==> src/sv/nsqm_pkg.sv <==
// Shared constants and types for the named stack/queue manager.
// Holds pool sizes, derived widths, operation and status codes, and the
// controller-to-datapath command struct. No dependencies.
package nsqm_pkg;

    // Pool sizes
    localparam int LISTS      = 16;
    localparam int ENTRIES    = 256;
    localparam int DATA_WIDTH = 32;

    // Derived widths
    localparam int LIST_W = (LISTS > 1) ? $clog2(LISTS) : 1;
    localparam int PTR_W  = $clog2(ENTRIES);
    localparam int CNT_W  = PTR_W + 1;

    // Request and result field widths
    localparam int FUNC_W   = 2;
    localparam int ID_W     = 4;
    localparam int VALUE_W  = 32;
    localparam int STATUS_W = 3;

    // Operation codes
    localparam logic [FUNC_W-1:0] FUNC_CREATE = 2'd0;
    localparam logic [FUNC_W-1:0] FUNC_PUSH   = 2'd1;
    localparam logic [FUNC_W-1:0] FUNC_POP    = 2'd2;

    // Status codes
    localparam logic [STATUS_W-1:0] ST_OK      = 3'd0;
    localparam logic [STATUS_W-1:0] ST_EXISTS  = 3'd1;
    localparam logic [STATUS_W-1:0] ST_NO_LIST = 3'd2;
    localparam logic [STATUS_W-1:0] ST_EMPTY   = 3'd3;
    localparam logic [STATUS_W-1:0] ST_FULL    = 3'd4;

    // Controller commands to the datapath
    typedef struct packed {
        logic accept;   // capture request, launch memory reads
        logic commit;   // write state back and load the result register
    } t_ctrl_cmd;

endpackage

==> src/sv/nsqm_ctrl.sv <==
// Controller for the stack/queue manager: request sequencing and the
// result valid flag. Depends on nsqm_pkg.
module nsqm_ctrl
    import nsqm_pkg::*;
(
    input  logic      i_clk,
    input  logic      i_rst_n,
    input  logic      i_in_valid,
    output logic      o_in_ready,
    output logic      o_out_valid,
    input  logic      i_out_ready,
    output t_ctrl_cmd o_cmd
);

    typedef enum logic [1:0] {
        S_IDLE = 2'b01,
        S_EXEC = 2'b10
    } t_state;

    t_state r_state, n_state;
    logic   r_out_valid, n_out_valid;
    logic   accept;
    logic   commit;

    // Take a request only when idle and out of reset; commit once the result slot frees up
    assign accept = (r_state == S_IDLE) && i_in_valid && i_rst_n;
    assign commit = (r_state == S_EXEC) && (!r_out_valid || i_out_ready);

    // Next state
    always_comb begin
        n_state = r_state;
        unique case (r_state)
            S_IDLE: begin
                if (accept) n_state = S_EXEC;
            end
            S_EXEC: begin
                if (commit) n_state = S_IDLE;
            end
            default: n_state = S_IDLE;
        endcase
    end

    // Result valid: set on commit, drop when taken
    always_comb begin
        n_out_valid = r_out_valid;
        if (commit) begin
            n_out_valid = 1'b1;
        end else if (i_out_ready) begin
            n_out_valid = 1'b0;
        end
    end

    always_ff @(posedge i_clk) begin
        if (!i_rst_n) begin
            r_state     <= S_IDLE;
            r_out_valid <= 1'b0;
        end else begin
            r_state     <= n_state;
            r_out_valid <= n_out_valid;
        end
    end

    assign o_in_ready   = (r_state == S_IDLE) && i_rst_n;
    assign o_out_valid  = r_out_valid;
    assign o_cmd.accept = accept;
    assign o_cmd.commit = commit;

    // Checks
    a_state_onehot: assert property (@(posedge i_clk) disable iff (!i_rst_n)
        $onehot(r_state))
        else $error("controller state not one-hot");

    a_accept_exec: assert property (@(posedge i_clk) disable iff (!i_rst_n)
        accept |=> (r_state == S_EXEC))
        else $error("accepted request did not enter execute");

    a_commit_valid: assert property (@(posedge i_clk) disable iff (!i_rst_n)
        commit |=> r_out_valid)
        else $error("committed result not presented");

endmodule

==> config.mk <==
export PLATFORM = sky130hd
export DESIGN_NAME = nsqm_ctrl
export DESIGN_NICKNAME = d
export VERILOG_FILES = /design/src/sv/nsqm_pkg.sv /design/src/sv/nsqm_ctrl.sv
export SDC_FILE = /design/constraint.sdc
export NUM_CORES = 1
export LEC_CHECK = 0
export ABC_AREA = 1
export BUFFER_PORTS_ARGS = -buffer_cell sky130_fd_sc_hd__buf_2
export CORE_AREA = 2 2 39 41
export CTS_CLUSTER_DIAMETER = 100
export DETAILED_ROUTE_END_ITERATION = 12
export DIE_AREA = 0 0 41 43
export PLACE_DENSITY = 0.4
export SLEW_MARGIN = 20
export SYNTH_ARGS = -nofsm -noshare
export SYNTH_HDL_FRONTEND = slang
export SYNTH_SLANG_ARGS = --single-unit
==> constraint.sdc <==
create_clock -name i_clk -period 1.4 [get_ports i_clk]
set_input_delay 0.28 -clock i_clk [delete_from_list [all_inputs] [get_ports i_clk]]
set_output_delay 0.28 -clock i_clk [all_outputs]
set_load 0.01 [all_outputs]
==> results of run 1 <==
## path summary, 6_finish.rpt
path	from	endpoint
max	r_state[0]$_SDFFE_PN1P_	o_cmd[0]
min	i_in_valid	r_state[1]$_SDFFE_PN0P_
max reg2reg	r_state[0]$_SDFFE_PN1P_	r_state[0]$_SDFFE_PN1P_
min reg2reg	r_state[0]$_SDFFE_PN1P_	r_state[1]$_SDFFE_PN0P_
## cell usage in the layout, fill, tap and decap left out, types with 2 or more instances in the layout
master / n
inv_1: 4
clkbuf_4: 3
nor2_1: 2
dfxtp_1: 3
nand2_1: 2
buf_2: 7
## flip-flops by register name, indices dropped and copies added, names as in the netlist
register / cells
o_out_valid: 1
r_state: 2
## per-stage QoR
step | setup slack (ns) | total power [uW] | hold slack (ns)
2_1_floorplan | 0.468 | 115 | 0.433
3_3_place_gp | 0.375 | 125 | 0.511
3_5_place_dp | 0.381 | 125 | 0.510
4_1_cts | 0.164 | 285 | 0.315
5_1_grt | 0.120 | 293 | 0.341
6_report | 0.182 | 275 | 0.319
## power by group
part / internal (uW) / switching [uW] / total (uW)
combinational: 12.9 / 16.1 / 29.0
clock: 107 / 45.7 / 153
sequential: 90.2 / 3.56 / 93.7
total: 210 / 65.4 / 275
## synth_stat cells
master    count
inv_2         1
dfxtp_1       3
nand3_2       1
inv_1         4
buf_4         2
nand2_1       2
nor2_4        1
nand3_1       1
a21oi_1       1
o21ai_1       1
nor2_1        2
a21boi_1      1
nand4_1       1
## kinds of logic (layout without fill, tap and decap cells)
logic type / Yosys count / after routing
buffers and inverters: 7 / 16
AOI/OAI and AO/OA: 3 / 3
and+or+nand+nor: 8 / 8
DFF: 3 / 3
## metal layers
metal	vias up	global-route usage [%]	share of wire, %
li1	81	-	-
met3	0	4.71	14
met5	-	0	0
met2	5	5.94	47
met1	63	2.23	39
met4	0	6.00	0
## cell type report
cell class,count,area (um2)
clock buffers,4,26.3
fillers,166,1160
inverters,5,18.8
multi-input cells,11,65.1
flip-flops and latches,3,60.1
well taps,16,20.0
repair buffers,7,35.0
## tightest hold or removal path: stages
cell	delay [ns]
buf_2	0.08
nand4_1	0.08
o21ai_1	0.07
==> reports/qor.csv, run 1 <==
metric,value,unit
Netlist cell types,13,
WS Path Type,reg -> out,
Lkg Pwr,0.000118,uW
Final Skew,0.00336,ns
Hold WC Path Type,in -> reg,
Worst-Margin Slew,0.121,ns
Routed Antenna Nets,0,
Residual DRC,0,
Area contributors post-synth,"dfxtp_1 38%, buf_4 9.4%, inv_1 9.4%",
dpl cell area,199,um2
largest net degree at the start of global routing,5,
Hold Path Depth,3,
Diodes inserted,0,
# setup viols final,0,
RSZ-0062 raised after global routing,false,
CTS tree,yes,
Clock Tree Buf Depth,2,
"Largest stage delay, worst path",0.32,ns
aggregate global-route resource usage,4.40,%
design area,225,um2
Crit path depth,4,
sequential share of the synthesized area,37.8,%
crit path DAT,0.94,ns
row count,14,
r2r setup slk,0.68,ns
mean area per synthesized cell,7.57,um2
Max Cap Viol,0,
syn nets,25,
relative slew slack,91.9,%
Tmin final,1.22,ns
non-filler instance count after layout,46,
Routability Congestion,0.550,
vias per cell,3.24,
"FF+latch count, synth",3,
Syn Inst Count,21,
Die W,41,um
Final Hold Fails,0,
status,"complete, no violations",
Synth warnings,0,
TritonRoute pass-1 iters,1,
Critical Path Slowest Stage Cell,dfxtp_1,
later-pin clock latency in the skew report,0.23,ns
vias in the first global route,136,
nets@finish,35,
Clock H-tree levels,1,
Final TNS setup,0,ns
post-synthesis adder-cell area fraction,0,%
port bufs,7,
DR vias,149,
Die Y,43,um
fin util,16.3,%
CP cell instances,inv_1 > nand2_1 > a21oi_1 > buf_2,
initial antenna violation count,0,
Final Cycle Share,87.0,%
post-cts resize count,0,
Post-CTS Hold Buffers,0,
Highest Clock Rate,0.821,GHz
Buf/Inv on CP,2,
clock sink total,3,
crit path max fanout,3,
peak supply drop,0.000234,V
top-area cell type share of the netlist area,37.8,%
GRT Residual Overflow,0,
Compound-Gate Fraction of Synth Area,11.0,%
placed cells,42,
CP required,1.12,ns
Post-Syn Area,159,um2
simple-gate share of the synthesized area,29.9,%
post-CTS repair timing setup buffer count,0,
final WL,310,um
XOR/XNOR Fraction of Synth Area,0,%
first-pass GRT wire length,420,um
Routed WL per cell,6.74,um
I/O Pins,8,
core area,1380,um2
"CTS clk-pin slew, worst paths",0.04,ns
Worst R2R Path Depth,4,
Num CTS Buffers,3,
Root Driver,clkbuf_4,
Final Max Slew Viols,0,
post-synthesis mux area share,0,%
endpoint type of the worst setup path,output pin,
Starting DRT DRC Count,0,
die area,1760,um2
CP top delay family,flip-flops,
Syn-to-layout area delta,41.7,%
largest family of logic cells by synthesized area,simple AND/OR/NAND/NOR gates,
post-synth top area cell,dfxtp_1,
CP Launch Type,register,
PD cells,1220,nW/um2
starting density of the core,11.5,%
fraction of layout cells with a size suffix above 1,43.3,%
No activity file was read; power rests on OpenSTA's default activity.
==> run 2, diff against run 1 <==
CORE_AREA = 5 5 42 44   (was 2 2 39 41)
DIE_AREA = 0 0 47 49   (was 0 0 41 43)
SKIP_LAST_GASP = 1   (was default)
==> run 2 against run 1 <==
  * Via count increased by 2.7%
  * Flip-flop and latch count unchanged
  * Routed wire length rose by 5.5%
  * Critical path type unchanged
==> reports/qor.csv, run 2 (synthesis gave the netlist of run 1 again) <==
metric,value,unit
status,"complete, no violations",
Buf/Inv on CP,2,
Final Cycle Share,86.5,%
endpoint type of the worst setup path,output pin,
hold path start,i_in_valid,
"most common cell after layout, fill and taps aside",buf_2,
row count,14,
"CTS clk-pin slew, worst paths",0.04,ns
metal3 WL,53,um
Clock Tree Buf Depth,2,
Final Hold Fails,0,
CP Launch Type,register,
Logic pwr share,10.8,%
RR Startpoint,r_state[0]$_SDFFE_PN1P_,
WHS,0.339,ns
crit path DAT,0.93,ns
Hold Path Depth,3,
Syn-to-layout area delta,41.7,%
core area,1400,um2
I/O Pins,8,
P_sw,64.7,uW
Root Driver,clkbuf_4,
crit path max fanout,3,
CP required,1.12,ns
largest net degree at the start of global routing,5,
fin util,16.1,%
Routed WL per cell,7.11,um
met2 WL,162,um
Highest Clock Rate,0.826,GHz
CP cell instances,inv_1 > nand2_1 > a21oi_1 > buf_2,
vias in the first global route,165,
post-CTS repair timing setup buffer count,0,
Largest Register,r_state,
Routed Antenna Nets,0,
top sig layer,met3,
Worst R2R End,r_state[0]$_SDFFE_PN1P_,
Max Cap Viol,0,
Final Skew,0.00201,ns
Starting DRT DRC Count,0,
fraction of layout cells with a size suffix above 1,43.3,%
Lkg Pwr,0.000118,uW
Worst-Margin Slew,0.106,ns
final WL,327,um
WS Path Type,reg -> out,
Critical Path Slowest Stage Cell,dfxtp_1,
Die W,47,um
aggregate global-route resource usage,4.29,%
die area,2300,um2
Fill cells,174,
DR vias,153,
design area,225,um2
# setup viols final,0,
Worst R2R Path Depth,4,
initial antenna violation count,0,
nets@finish,35,
GRT Residual Overflow,0,
Clk network pwr share,55.2,%
peak supply drop,0.000169,V
routed metal-1 wire length,111,um
vias per cell,3.33,
P_int,210,uW
Crit path depth,4,
Routability Congestion,0.668,
CTS tree,yes,
Tmin final,1.21,ns
RSZ-0062 raised after global routing,false,
Hold WC Path Type,in -> reg,
Tot Pwr,275,uW
Die Y,49,um
Residual DRC,0,
TritonRoute pass-1 iters,1,
relative slew slack,92.9,%
Worst Hold Path EP,r_state[1]$_SDFFE_PN0P_,
later-pin clock latency in the skew report,0.23,ns
"Largest stage delay, worst path",0.32,ns
port bufs,7,
Final Max Slew Viols,0,
Clock H-tree levels,1,
clock sink total,3,
PD cells,1220,nW/um2
Reg power frac,34.0,%
dpl hpwl,265,um
Post-CTS Hold Buffers,0,
Num CTS Buffers,3,
most frequent cells in the layout,"7 x buf_2, 4 x inv_1, 3 x clkbuf_4, 3 x dfxtp_1",
Diodes inserted,0,
CP top delay family,flip-flops,
r2r setup slk,0.68,ns
starting density of the core,11.3,%
number of flip-flops in the largest register,2,
fraction of power spent switching nets,23.6,%
Final TNS setup,0,ns
post-cts resize count,0,
first-pass GRT wire length,600,um
dpl cell area,199,um2
[run 2: how the worst max path moves through the flow]
stage / startpoint / slack (ns) / endpoint
3_5_place_dp: i_rst_n / 0.39 / o_cmd[1]
2_1_floorplan: r_state[0]$_SDFFE_PN1P_ / 0.47 / o_cmd[0]
3_3_place_gp: i_rst_n / 0.38 / o_cmd[1]
5_1_grt: r_state[0]$_SDFFE_PN1P_ / 0.10 / o_cmd[0]
6_report: r_state[0]$_SDFFE_PN1P_ / 0.19 / o_cmd[0]
4_1_cts: r_state[0]$_SDFFE_PN1P_ / 0.17 / o_cmd[0]
[run 2: worst min-delay path: cells and delay by family]
kind,cells,cell delay (ns)
compound gates,1,0.08
simple gates,1,0.08
buf+inv,1,0.09
[run 2: power groups by stage]
stage	Combinational [uW]	Clock [uW]	Sequential [uW]
after floorplan	20.7	0	94.6
final	29.5	152	93.4
after detailed placement	30.2	0	94.7
after CTS	30.4	162	93.3
after global placement	30.0	0	94.8
after global routing	33.7	167	94.1
[run 2: cell type report]
type	count	area, um2	share of cell area (%)
multi-input cells	11	65.1	28.9
clock buffers	4	26.3	11.7
well taps	16	20.0	8.89
flip-flops and latches	3	60.1	26.7
inverters	5	18.8	8.33
repair buffers	7	35.0	15.6
[run 2: metal layers]
metal | global-route usage [%] | vias to the layer above
met5 | 0 | -
met4 | 5.53 | 0
met3 | 4.43 | 0
met2 | 5.20 | 5
met1 | 3.06 | 66
li1 | - | 82
[run 2: stage by stage]
step                instances  worst slack (ns)
finish                     46             0.189
global route               46             0.104
CTS                        46             0.174
detailed placement         42             0.387
global placement           42             0.378
floorplan                  21             0.468
